### src/rtl/sliding_window_rate_limiter_top_macros.svh
// Assertion macros for the sliding window rate limiter.
// Used by the top level only; the checks compile away when SYNTHESIS is set.
`ifndef SLIDING_WINDOW_RATE_LIMITER_TOP_MACROS_SVH
`define SLIDING_WINDOW_RATE_LIMITER_TOP_MACROS_SVH

`ifndef SYNTHESIS
`define SWRL_ASSERT_IMPL(label, ante, cons) \
  label: assert property (@(posedge clk) disable iff (!rst_n) (ante) |-> (cons)) \
    else $error("rate limiter check failed: same-cycle implication");
`define SWRL_ASSERT_NEXT(label, ante, cons) \
  label: assert property (@(posedge clk) disable iff (!rst_n) (ante) |=> (cons)) \
    else $error("rate limiter check failed: next-cycle implication");
`else
`define SWRL_ASSERT_IMPL(label, ante, cons)
`define SWRL_ASSERT_NEXT(label, ante, cons)
`endif

`endif

### src/rtl/swrl_pkg.sv
// Shared types, constants and ring arithmetic for the sliding window rate limiter.
// No dependencies; imported by the controller, the datapath and the top level.
package swrl_pkg;

  localparam int NUM_RULES = 4;
  localparam int BUCKETS   = 256;
  localparam int REG_RULES = 4;

  localparam int RULE_W    = (NUM_RULES > 1) ? $clog2(NUM_RULES) : 1;
  localparam int SLOT_W    = $clog2(BUCKETS);
  localparam int USED_W    = SLOT_W + 1;
  localparam int ADDR_W    = RULE_W + SLOT_W;
  localparam int MEM_DEPTH = 1 << ADDR_W;

  localparam int STAMP_W   = 32;
  localparam int HIT_W     = 16;
  localparam int WIN_W     = 8;
  localparam int CFG_IDX_W = 3;
  localparam int CFG_DAT_W = 16;
  localparam int REG_SEL_W = $clog2(REG_RULES);

  localparam logic [CFG_IDX_W-1:0] REG_LIMIT0  = CFG_IDX_W'(0);
  localparam logic [CFG_IDX_W-1:0] REG_WINDOW0 = CFG_IDX_W'(REG_RULES);

  localparam logic [HIT_W-1:0] LIMIT_RESET  = HIT_W'(100);
  localparam logic [WIN_W-1:0] WINDOW_RESET = WIN_W'(60);
  localparam logic [HIT_W-1:0] HIT_MAX      = {HIT_W{1'b1}};

  localparam logic ACT_CHECK  = 1'b0;
  localparam logic ACT_RECORD = 1'b1;

  typedef enum logic [1:0] {
    OUT_PASS   = 2'd0,
    OUT_DENY   = 2'd1,
    OUT_RECORD = 2'd2,
    OUT_NORULE = 2'd3
  } outcome_t;

  typedef enum logic [1:0] {
    RD_OLDEST,
    RD_NEWEST,
    RD_PROBE
  } rd_sel_t;

  typedef enum logic [3:0] {
    ST_IDLE,
    ST_DISPATCH,
    ST_DROP_RD,
    ST_DROP_CMP,
    ST_REC_RD,
    ST_REC_CMP,
    ST_REC_APP,
    ST_CHK_RD,
    ST_CHK_ACC,
    ST_FIN
  } state_t;

  typedef struct packed {
    logic [STAMP_W-1:0] stamp;
    logic [HIT_W-1:0]   hits;
  } bucket_t;

  typedef struct packed {
    logic    load;
    logic    rd_en;
    rd_sel_t rd_sel;
    logic    drop;
    logic    acc;
    logic    bump;
    logic    append;
    logic    commit;
    logic    out_load;
  } dp_cmd_t;

  typedef struct packed {
    logic action;
    logic rule_ok;
    logic used_zero;
    logic k_zero;
    logic k_one;
    logic is_old;
    logic same_sec;
    logic sum_over;
    logic out_free;
  } dp_stat_t;

  function automatic logic [SLOT_W-1:0] ring_add(input logic [SLOT_W-1:0] base,
                                                 input logic [SLOT_W-1:0] off);
    logic [SLOT_W:0] s;
    s = {1'b0, base} + {1'b0, off};
    if (s >= (SLOT_W+1)'(BUCKETS)) begin
      s = s - (SLOT_W+1)'(BUCKETS);
    end
    return s[SLOT_W-1:0];
  endfunction

endpackage

### src/rtl/swrl_ctrl.sv
// Sequencing state machine for the sliding window rate limiter.
// Depends on swrl_pkg; drives the datapath through dp_cmd_t and reads dp_stat_t.
module swrl_ctrl
  import swrl_pkg::*;
(
  input  logic     clk,
  input  logic     rst_n,
  input  logic     in_valid,
  output logic     in_ready,
  input  dp_stat_t stat,
  output dp_cmd_t  cmd
);

  state_t state_r, state_nxt;

  always_ff @(posedge clk) begin
    if (!rst_n) begin
      state_r <= ST_IDLE;
    end else begin
      state_r <= state_nxt;
    end
  end

  always_comb begin
    state_nxt = state_r;
    cmd       = '0;
    cmd.rd_sel = RD_OLDEST;
    in_ready  = 1'b0;
    case (state_r)
      ST_IDLE: begin
        in_ready = 1'b1;
        if (in_valid) begin
          cmd.load  = 1'b1;
          state_nxt = ST_DISPATCH;
        end
      end
      ST_DISPATCH: begin
        if (!stat.rule_ok) begin
          state_nxt = ST_FIN;
        end else if (stat.action == ACT_RECORD) begin
          state_nxt = ST_DROP_RD;
        end else begin
          state_nxt = ST_CHK_RD;
        end
      end
      ST_DROP_RD: begin
        if (stat.used_zero) begin
          state_nxt = (stat.action == ACT_RECORD) ? ST_REC_RD : ST_FIN;
        end else begin
          cmd.rd_en  = 1'b1;
          cmd.rd_sel = RD_OLDEST;
          state_nxt  = ST_DROP_CMP;
        end
      end
      ST_DROP_CMP: begin
        if (stat.is_old) begin
          cmd.drop  = 1'b1;
          state_nxt = ST_DROP_RD;
        end else begin
          state_nxt = (stat.action == ACT_RECORD) ? ST_REC_RD : ST_FIN;
        end
      end
      ST_REC_RD: begin
        if (stat.used_zero) begin
          state_nxt = ST_REC_APP;
        end else begin
          cmd.rd_en  = 1'b1;
          cmd.rd_sel = RD_NEWEST;
          state_nxt  = ST_REC_CMP;
        end
      end
      ST_REC_CMP: begin
        if (stat.same_sec) begin
          cmd.bump  = 1'b1;
          state_nxt = ST_FIN;
        end else begin
          state_nxt = ST_REC_APP;
        end
      end
      ST_REC_APP: begin
        cmd.append = 1'b1;
        state_nxt  = ST_FIN;
      end
      ST_CHK_RD: begin
        if (stat.k_zero) begin
          state_nxt = ST_DROP_RD;
        end else begin
          cmd.rd_en  = 1'b1;
          cmd.rd_sel = RD_PROBE;
          state_nxt  = ST_CHK_ACC;
        end
      end
      ST_CHK_ACC: begin
        if (stat.is_old) begin
          state_nxt = ST_DROP_RD;
        end else begin
          cmd.acc   = 1'b1;
          state_nxt = (stat.sum_over || stat.k_one) ? ST_DROP_RD : ST_CHK_RD;
        end
      end
      ST_FIN: begin
        cmd.commit = 1'b1;
        if (stat.out_free) begin
          cmd.out_load = 1'b1;
          state_nxt    = ST_IDLE;
        end
      end
      default: begin
        state_nxt = ST_IDLE;
      end
    endcase
  end

endmodule

### config.mk
export PLATFORM = sky130hd
export DESIGN_NAME = swrl_ctrl
export DESIGN_NICKNAME = d
export VERILOG_FILES = /design/src/rtl/sliding_window_rate_limiter_top_macros.svh /design/src/rtl/swrl_pkg.sv /design/src/rtl/swrl_ctrl.sv
export SDC_FILE = /design/constraint.sdc
export NUM_CORES = 1
export LEC_CHECK = 0
export BUFFER_PORTS_ARGS = -buffer_cell sky130_fd_sc_hd__buf_2
export CORE_AREA = 3 3 40 42
export CTS_CLUSTER_SIZE = 12
export DETAILED_ROUTE_END_ITERATION = 8
export DIE_AREA = 0 0 43 45
export GPL_ROUTABILITY_DRIVEN = 0
export PLACE_DENSITY = 0.73
export SKIP_CTS_REPAIR_TIMING = 1
export SLEW_MARGIN = 20
export SYNTH_ARGS = -nofsm -noshare
export SYNTH_HDL_FRONTEND = slang
export SYNTH_SLANG_ARGS = --single-unit
### constraint.sdc
create_clock -name clk -period 1.5 [get_ports clk]
set_input_delay 0.225 -clock clk [delete_from_list [all_inputs] [get_ports clk]]
set_output_delay 0.225 -clock clk [all_outputs]
set_load 0.05 [all_outputs]
After elaboration in Yosys (flattened, before gate mapping):

Index checks and enable logic that the tools add are counted.

* equal/unequal tests: 11
* muxes and demuxes: 29
* reduce and logical (&&, ||, !) cells: 3

Operators by type and width (count)
* $pmux W4 S10: 1
* $mux W4: 8
* $mux W3: 6
* $eq A4 B3 Y1 const B: 4
* $mux W1: 11
* $pmux W3 S3: 1
* $eq A4 B2 Y1 const B: 2
* $eq A4 B4 Y1 const B: 2
* $eq A4 B1 Y1 const B: 1
* $logic_not A4 Y1: 1
* $mux W2: 2
* $ne A2 B2 Y1 const B: 2
* $reduce_and A2 Y1: 1
* $logic_or A1 B1 Y1: 1

* bits in registers: 4
* input port bits: 12

Longest topological paths before layout:

Gate-level depths: netlist of the first run.

* depth in word-level cells: 4
* mapped depth: 6
* depth with buffers taken out: 4

Worst setup path before layout of the first run:

OpenSTA, ideal clock, no wires.

* path kind: register to output
* start point: reg state_r[3]
* end point: out cmd[9] in the netlist's numbering
* data arrival time: 2.643 ns
* slack: -1.368 ns
* cell stages (with the launch flop): 4
* path through: dfxtp_1 buf_4 nor4_1 and2_1

RTL lines
* start, declared: RTL line swrl_ctrl.sv:14 `state_t state_r, state_nxt;`
* start signal, assigned: RTL line swrl_ctrl.sv:20 `state_r <= state_nxt;`
* end, declared: RTL line swrl_ctrl.sv:11 `output dp_cmd_t cmd`

==> results of run 1 <==
-- logic make-up (layout without fill, tap and decap cells) --
family / count (synthesis) / in the layout / synth area share, %
buf+inv: 9 / 48 / 10.80
flops: 4 / 4 / 13.82
simple gates: 47 / 47 / 46.66
compound gates: 21 / 21 / 28.73
-- routing by layer --
layer / wire length, µm / global-route usage (%) / vias to the layer above
met1: 906 / 28.19 / 380
met5: 0 / 0 / -
met3: 104 / 4.781 / 2
met4: 10 / 0 / 0
met2: 1203 / 35.03 / 28
li1: - / - / 379
-- synth_stat cells (all sizes together) --
cell type  instances
nor2              11
nand2              8
buf                7
nand2b             6
dfxtp              4
nand3              4
nor4               4
a21oi              3
and2               3
nor2b              3
nor3               3
o21ai              3
inv                2
a2111oi            1
a211o              1
a21boi             1
a221oi             1
a222oi             1
a2bb2oi            1
a31o               1
a31oi              1
a32o               1
a32oi              1
and3b              1
and4               1
nor3b              1
nor4bb             1
o211ai             1
o21a               1
o22ai              1
o2bb2ai            1
o31ai              1
or3                1
-- stage by stage --
stage               cell area [µm²]  worst slack [ps]
CTS                           878.3            -244.5
global placement              855.8             7.056
detailed placement            855.8            -30.95
floorplan                     676.9            -223.7
finish                         1067            -150.7
global route                   1067            -171.0
-- placed cells by master, fill, tap and decap left out, types with 2 or more instances in the layout --
master / synthesis / layout
buf_4: 3 / 18
buf_2: 2 / 11
buf_6: 2 / 11
nor2_1: 11 / 8
nand2_1: 7 / 7
nand2b_1: 6 / 4
nor4_4: 1 / 4
clkbuf_4: 0 / 4
nor2b_1: 3 / 3
nand3_1: 4 / 3
dfxtp_4: 0 / 3
nand2b_2: 0 / 2
nor3_4: 0 / 2
nor2_4: 0 / 2
a21oi_1: 3 / 2
o21ai_0: 3 / 2
buf_8: 0 / 2
-- power by group through the flow --
stage / Combinational, W / Sequential (W) / Clock (W)
detailed placement: 0.00112 / 0.000212 / 0
CTS: 0.00112 / 0.000212 / 0.000137
finish: 0.00139 / 0.000240 / 0.000132
global placement: 0.00109 / 0.000215 / 0
floorplan: 0.000895 / 0.000177 / 0
global route: 0.00147 / 0.000248 / 0.000142
-- worst max-delay path by stage --
stage / startpoint / end / slack (ps) / cells past startpoint
after CTS: state_r[3] / cmd[4] / -240 / 3
after global placement: state_r[3] / state_r[0] / 7 / 5
final: state_r[0] / cmd[8] / -150 / 6
after detailed placement: state_r[3] / state_r[0] / -30 / 5
after global routing: state_r[0] / cmd[8] / -170 / 6
after floorplan: state_r[3] / cmd[9] / -220 / 3
-- worst max-delay path, stage by stage (launching register included) --
cell and delay (ps):
dfxtp_4 360, buf_4 160, nor2_1 180, nand2_1 100
a2bb2oi_2 150, nor2_4 90, buf_8 150
-- cell type report --
class                           instances  area, µm²
Fill cell                              86      217.7
Multi-Input combinational cell         68      574.3
Inverter                                2      7.507
Clock buffer                            3      22.52
Sequential cell                         4      92.59
Tap cell                               15      18.77
Timing Repair Buffer                   43      351.6
==> flow_summary_export.csv, run 1 <==
group,metric,value,unit
critical_path,crit_required,1270,ps
die,die_area,1935,µm²
clock_tree,clkSinkCount,4,
clock_tree,clk_latency,230,ps
grt,grt_use_total,20.48,%
die,core,1285,µm²
routing,via_count,789,
final_layout,largest_register,"state_r",
sta,period_share,110.0,%
critical_path,r2r-end,"state_r[2]",
yosys,synthCells,81,
critical_path,startpoint_type,"register",
sta,setup_viol,7,
min_path,hp-class,"primary input to register",
critical_path,rrSetupSlack,50,ps
clock_tree,cts_made_buffers,3,
grt,grt_remaining_overflow,0,
routing,viasPerCell,5.844,
final_layout,final_util,83.06,%
power,pwr-share-seq,13.7,%
die,die_w,43,µm
die,die_h,45,µm
final_layout,drive_gt1_share,61.67,%
power,power.share.clock,7.5,%
critical_path,arrival,1430,ps
run,maxCapViolations,0,
grt,antenna_found_initial,0,
yosys,ys_warn_count,0,
routing,wire_per_inst,16.47,µm
min_path,whs_path_depth,4,
final_layout,largest_register_ffs,4,
die,pin_count,23,
status,failed_checks,"negative setup slack",
grt,grt_pass1_wl,3.042,mm
routing,postRouteAntennaNets,0,
power,power,0.001759,W
critical_path,path_max_fanout,5,
final_layout,antenna_cells,0,
routing,first_pass_iters,5,
critical_path,rr_worst_depth,7,
min_path,min_to,"state_r[2]",
yosys,synth_area,579.3,µm²
placed_design,portBuffers,22,
power,cellPowerDensity,1648,nW/µm²
placed_design,numPlacedInstances,126,
power,ir_worst_vdd,0.0008582,V
power,p_int,0.0008781,W
placed_design,hpwlAfterDp,1.519,mm
status,outcome,"finished with violations",
sta,clock_skew,4.486,ps
power,leakage,0.4426,nW
routing,wirelength,2.223,mm
power,sw_frac_of_total,50.07,%
final_layout,finalNonFillerCells,135,
clock_tree,htreeDepth,1,
yosys,synthesis.nets,93,
yosys,synth_seq_area_share,13.82,%
critical_path,regToRegStartpoint,"state_r[1]",
yosys,synth.top_cell.area_share,13.82,%
sta,slew_violations,0,
final_layout,final_nets,134,
sta,finalHoldViolCount,0,
yosys,synth_cell_type_count,38,
yosys,yosysTopAreaCell,"dfxtp_1",
sta,fin_crit,1651,ps
die,fp-row-count,13,
routing,drt_iter0_drc,15,
clock_tree,clockBufferDepth,2,
yosys,avgSynthCellArea,7.152,µm²
grt,grt_max_degree,10,
clock_tree,root_buffer,"clkbuf_4",
yosys,synth-seq-cells,4,
power,combPwrFrac,78.8,%
final_layout,reg_top3,"state_r x4",
die,initial_core_util,45.08,%
clock_tree,cts.clk_slew.worst_paths,40,ps
routing,route.detailed.drc,0,
sta,setup_tns,-341.5,ps
power,power.switching,0.0008806,W
grt,grt_pass1_vias,674,
sta,worst_pin_slew,316.0,ps
sta,max_freq,605.8,MHz
sta,fin_hold_ws,263.2,ps
min_path,min_from,"stat[1]",
clock_tree,tritoncts,"built",
sta,slew-limit-headroom,78.76,%
critical_path,crit_path_end_kind,"primary output",
critical_path,worstSetupPathType,"register to primary output",
yosys,synthTopCellsByArea,"dfxtp_1 (14%), nor2_1 (7.1%), nand2b_1 (6.5%), nand2_1 (4.5%), buf_4 (3.9%)",
final_layout,area_delta_synth_final,84.23,%
sta,rsz0062_at_grt,"true",
sta,setup_slack,-150.7,ps
No activity file was read; power rests on OpenSTA's default activity.
==> run 2: changes to the inputs <==
--- a/config.mk
+++ b/config.mk
@@ -11,7 +11,8 @@
 export DETAILED_ROUTE_END_ITERATION = 8
 export DIE_AREA = 0 0 43 45
 export GPL_ROUTABILITY_DRIVEN = 0
-export PLACE_DENSITY = 0.73
+export MAX_ROUTING_LAYER = met4
+export PLACE_DENSITY = 0.81
 export SKIP_CTS_REPAIR_TIMING = 1
 export SLEW_MARGIN = 20
 export SYNTH_ARGS = -nofsm -noshare
==> constraint.sdc (replaced) <==
create_clock -name clk -period 1.5 [get_ports clk]
set_input_delay 0.225 -clock clk [delete_from_list [all_inputs] [get_ports clk]]
set_output_delay 0.225 -clock clk [all_outputs]
set_load 0.01 [all_outputs]
==> run 2 against run 1 <==
  * The flow still finishes with violations (negative setup slack)
  * First-iteration DRC count grew 67%
  * Register-to-register slack is essentially flat
  * Die area is the same
  * Clock power shrank 3%
  * Critical path depth shrank 1
  * Clock skew shrank 1.4 ps
  * Non-clock buffer count shrank 8
  * Hold slack gained 1.6 ps
  * Via count shrank 3.9%
  * Sequential cell count is the same
  * Clock-buffer cell count is the same
  * Global-route usage shrank 3.4 points
  * Largest cell class unchanged
  * Largest power group unchanged
  * Highest routed layer is now met3
==> flow_summary_export.csv, run 2 (same netlist as run 1, synthesis figures left out) <==
group,metric,value,unit
status,outcome,"finished with violations",
status,failed_checks,"negative setup slack",
routing,wirelength,1.750,mm
clock_tree,htreeDepth,1,
clock_tree,clockBufferDepth,2,
power,pwr-share-seq,19.3,%
final_layout,reg_top3,"state_r x4",
placed_design,portBuffers,22,
grt,grt_pass1_wl,2.525,mm
critical_path,startpoint,"state_r[0]",
critical_path,crit_path_end_kind,"primary output",
critical_path,worstSetupPathType,"register to primary output",
routing,viasPerCell,5.969,
routing,first_pass_iters,4,
final_layout,antenna_cells,0,
clock_tree,clk_latency,230,ps
routing,wire_per_inst,13.78,µm
power,power.switching,0.0005661,W
power,p_int,0.0006767,W
sta,rsz0062_at_grt,"true",
critical_path,max_stage_delay,360,ps
grt,grt_remaining_overflow,0,
power,power,0.001243,W
sta,fin_crit,1537,ps
grt,antenna_found_initial,0,
placed_design,hpwlAfterDp,1.281,mm
routing,postRouteAntennaNets,0,
final_layout,largest_register_ffs,4,
die,pin_count,23,
power,power.share.clock,10.3,%
sta,period_share,102.5,%
critical_path,path_max_fanout,7,
final_layout,final_cell_mix,"buf_2 (22), buf_4 (13), nor2_1 (10)",
sta,worst_pin_slew,349.5,ps
die,core,1285,µm²
die,fp-row-count,13,
critical_path,rrSetupSlack,60,ps
critical_path,rr_worst_depth,6,
final_layout,drive_gt1_share,47.32,%
critical_path,path_delay_family,"simple AND/OR/NAND/NOR gates",
power,ir_worst_vdd,0.001021,V
clock_tree,tritoncts,"built",
critical_path,cp.depth,5,
die,initial_core_util,45.08,%
clock_tree,clkSinkCount,4,
min_path,hp-class,"primary input to register",
critical_path,path_cells,"or3_1, o21ai_1, a2bb2oi_1, nor2_1, buf_2",
final_layout,fillers,123,
grt,grt_max_degree,19,
sta,setup_tns,-37.41,ps
final_layout,largest_register,"state_r",
sta,finalHoldViolCount,0,
sta,slew-limit-headroom,76.70,%
die,die_h,45,µm
grt,grt_use_total,17.12,%
run,maxCapViolations,0,
sta,max_freq,650.4,MHz
die,die_area,1935,µm²
power,combPwrFrac,70.4,%
sta,clock_skew,3.058,ps
final_layout,final_nets,126,
grt,grt_pass1_vias,623,
critical_path,cp_slowest_cell,"dfxtp_4",
final_layout,final_common_cell,"buf_2",
clock_tree,cts_made_buffers,3,
critical_path,startpoint_type,"register",
sta,fin_hold_ws,264.8,ps
sta,slew_violations,0,
sta,setup_viol,1,
power,sw_frac_of_total,45.55,%
critical_path,r2r-end,"state_r[1]",
final_layout,area_delta_synth_final,41.90,%
die,die_w,43,µm
critical_path,arrival,1310,ps
clock_tree,root_buffer,"clkbuf_4",
routing,drt_iter0_drc,25,
critical_path,regToRegStartpoint,"state_r[0]",
routing,via_count,758,
routing,route.detailed.drc,0,
critical_path,cp-endpoint,"cmd[8]",
power,leakage,0.3605,nW
sta,setup_slack,-37.41,ps
critical_path,crit_required,1270,ps
clock_tree,cts.clk_slew.worst_paths,30,ps
critical_path,crit_buf_inv,1,
power,cellPowerDensity,1512,nW/µm²
==> run 2: routing by layer <==
| layer | global-route usage, % | share of wire [%] |
|---|---|---|
| met2 | 30.24 | 50 |
| met4 | 3.012 | 0 |
| met1 | 19.90 | 41 |
| met3 | 4.382 | 9.4 |
| met5 | - | 0 |
==> run 2: layout make-up <==
| class | count | area, µm² | area share [%] |
|---|---|---|---|
| inverters | 2 | 7.507 | 0.9132 |
| clock buffers | 3 | 22.52 | 2.740 |
| repair buffers | 35 | 207.7 | 25.27 |
| flip-flops and latches | 4 | 92.59 | 11.26 |
| well taps | 15 | 18.77 | 2.283 |
| multi-input cells | 68 | 473.0 | 57.53 |
==> run 2: worst min path at each step <==
stage	from	endpoint	slack, ps	cells past startpoint
after floorplan	rst_n	state_r[3]	380	1
after global placement	stat[1]	state_r[2]	500	4
after detailed placement	stat[1]	state_r[2]	500	4
after CTS	stat[1]	state_r[2]	260	4
after global routing	stat[1]	state_r[2]	270	4
final	stat[1]	state_r[2]	260	4
==> run 2: power by group through the flow <==
stage / registers, W / clock network (W) / logic, W
CTS: 0.000256 / 0.000132 / 0.000672
detailed placement: 0.000256 / 0 / 0.000668
finish: 0.000240 / 0.000128 / 0.000875
global placement: 0.000252 / 0 / 0.000647
floorplan: 0.000161 / 0 / 0.000604
global route: 0.000247 / 0.000140 / 0.000940
==> run 2: per-stage QoR <==
| stage | instance area [µm²] | cells | utilization, % | setup slack (ps) |
|---|---|---|---|---|
| floorplan | 579.3 | 81 | - | 62.15 |
| global placement | 705.7 | 118 | 54.92 | -22.66 |
| detailed placement | 705.7 | 118 | 54.92 | -69.43 |
| CTS | 728.2 | 121 | 56.67 | -285.8 |
| global route | 822.0 | 127 | 63.97 | -82.95 |
| finish | 822.0 | 127 | 63.97 | -37.41 |
==> run 2: worst reg2reg max path, delay by kind of cell (launching register included) <==
family / cells / cell delay, ps
buffers and inverters: 2 / 300
and+or+nand+nor: 1 / 140
AOI/OAI and AO/OA: 3 / 540
DFF: 1 / 360
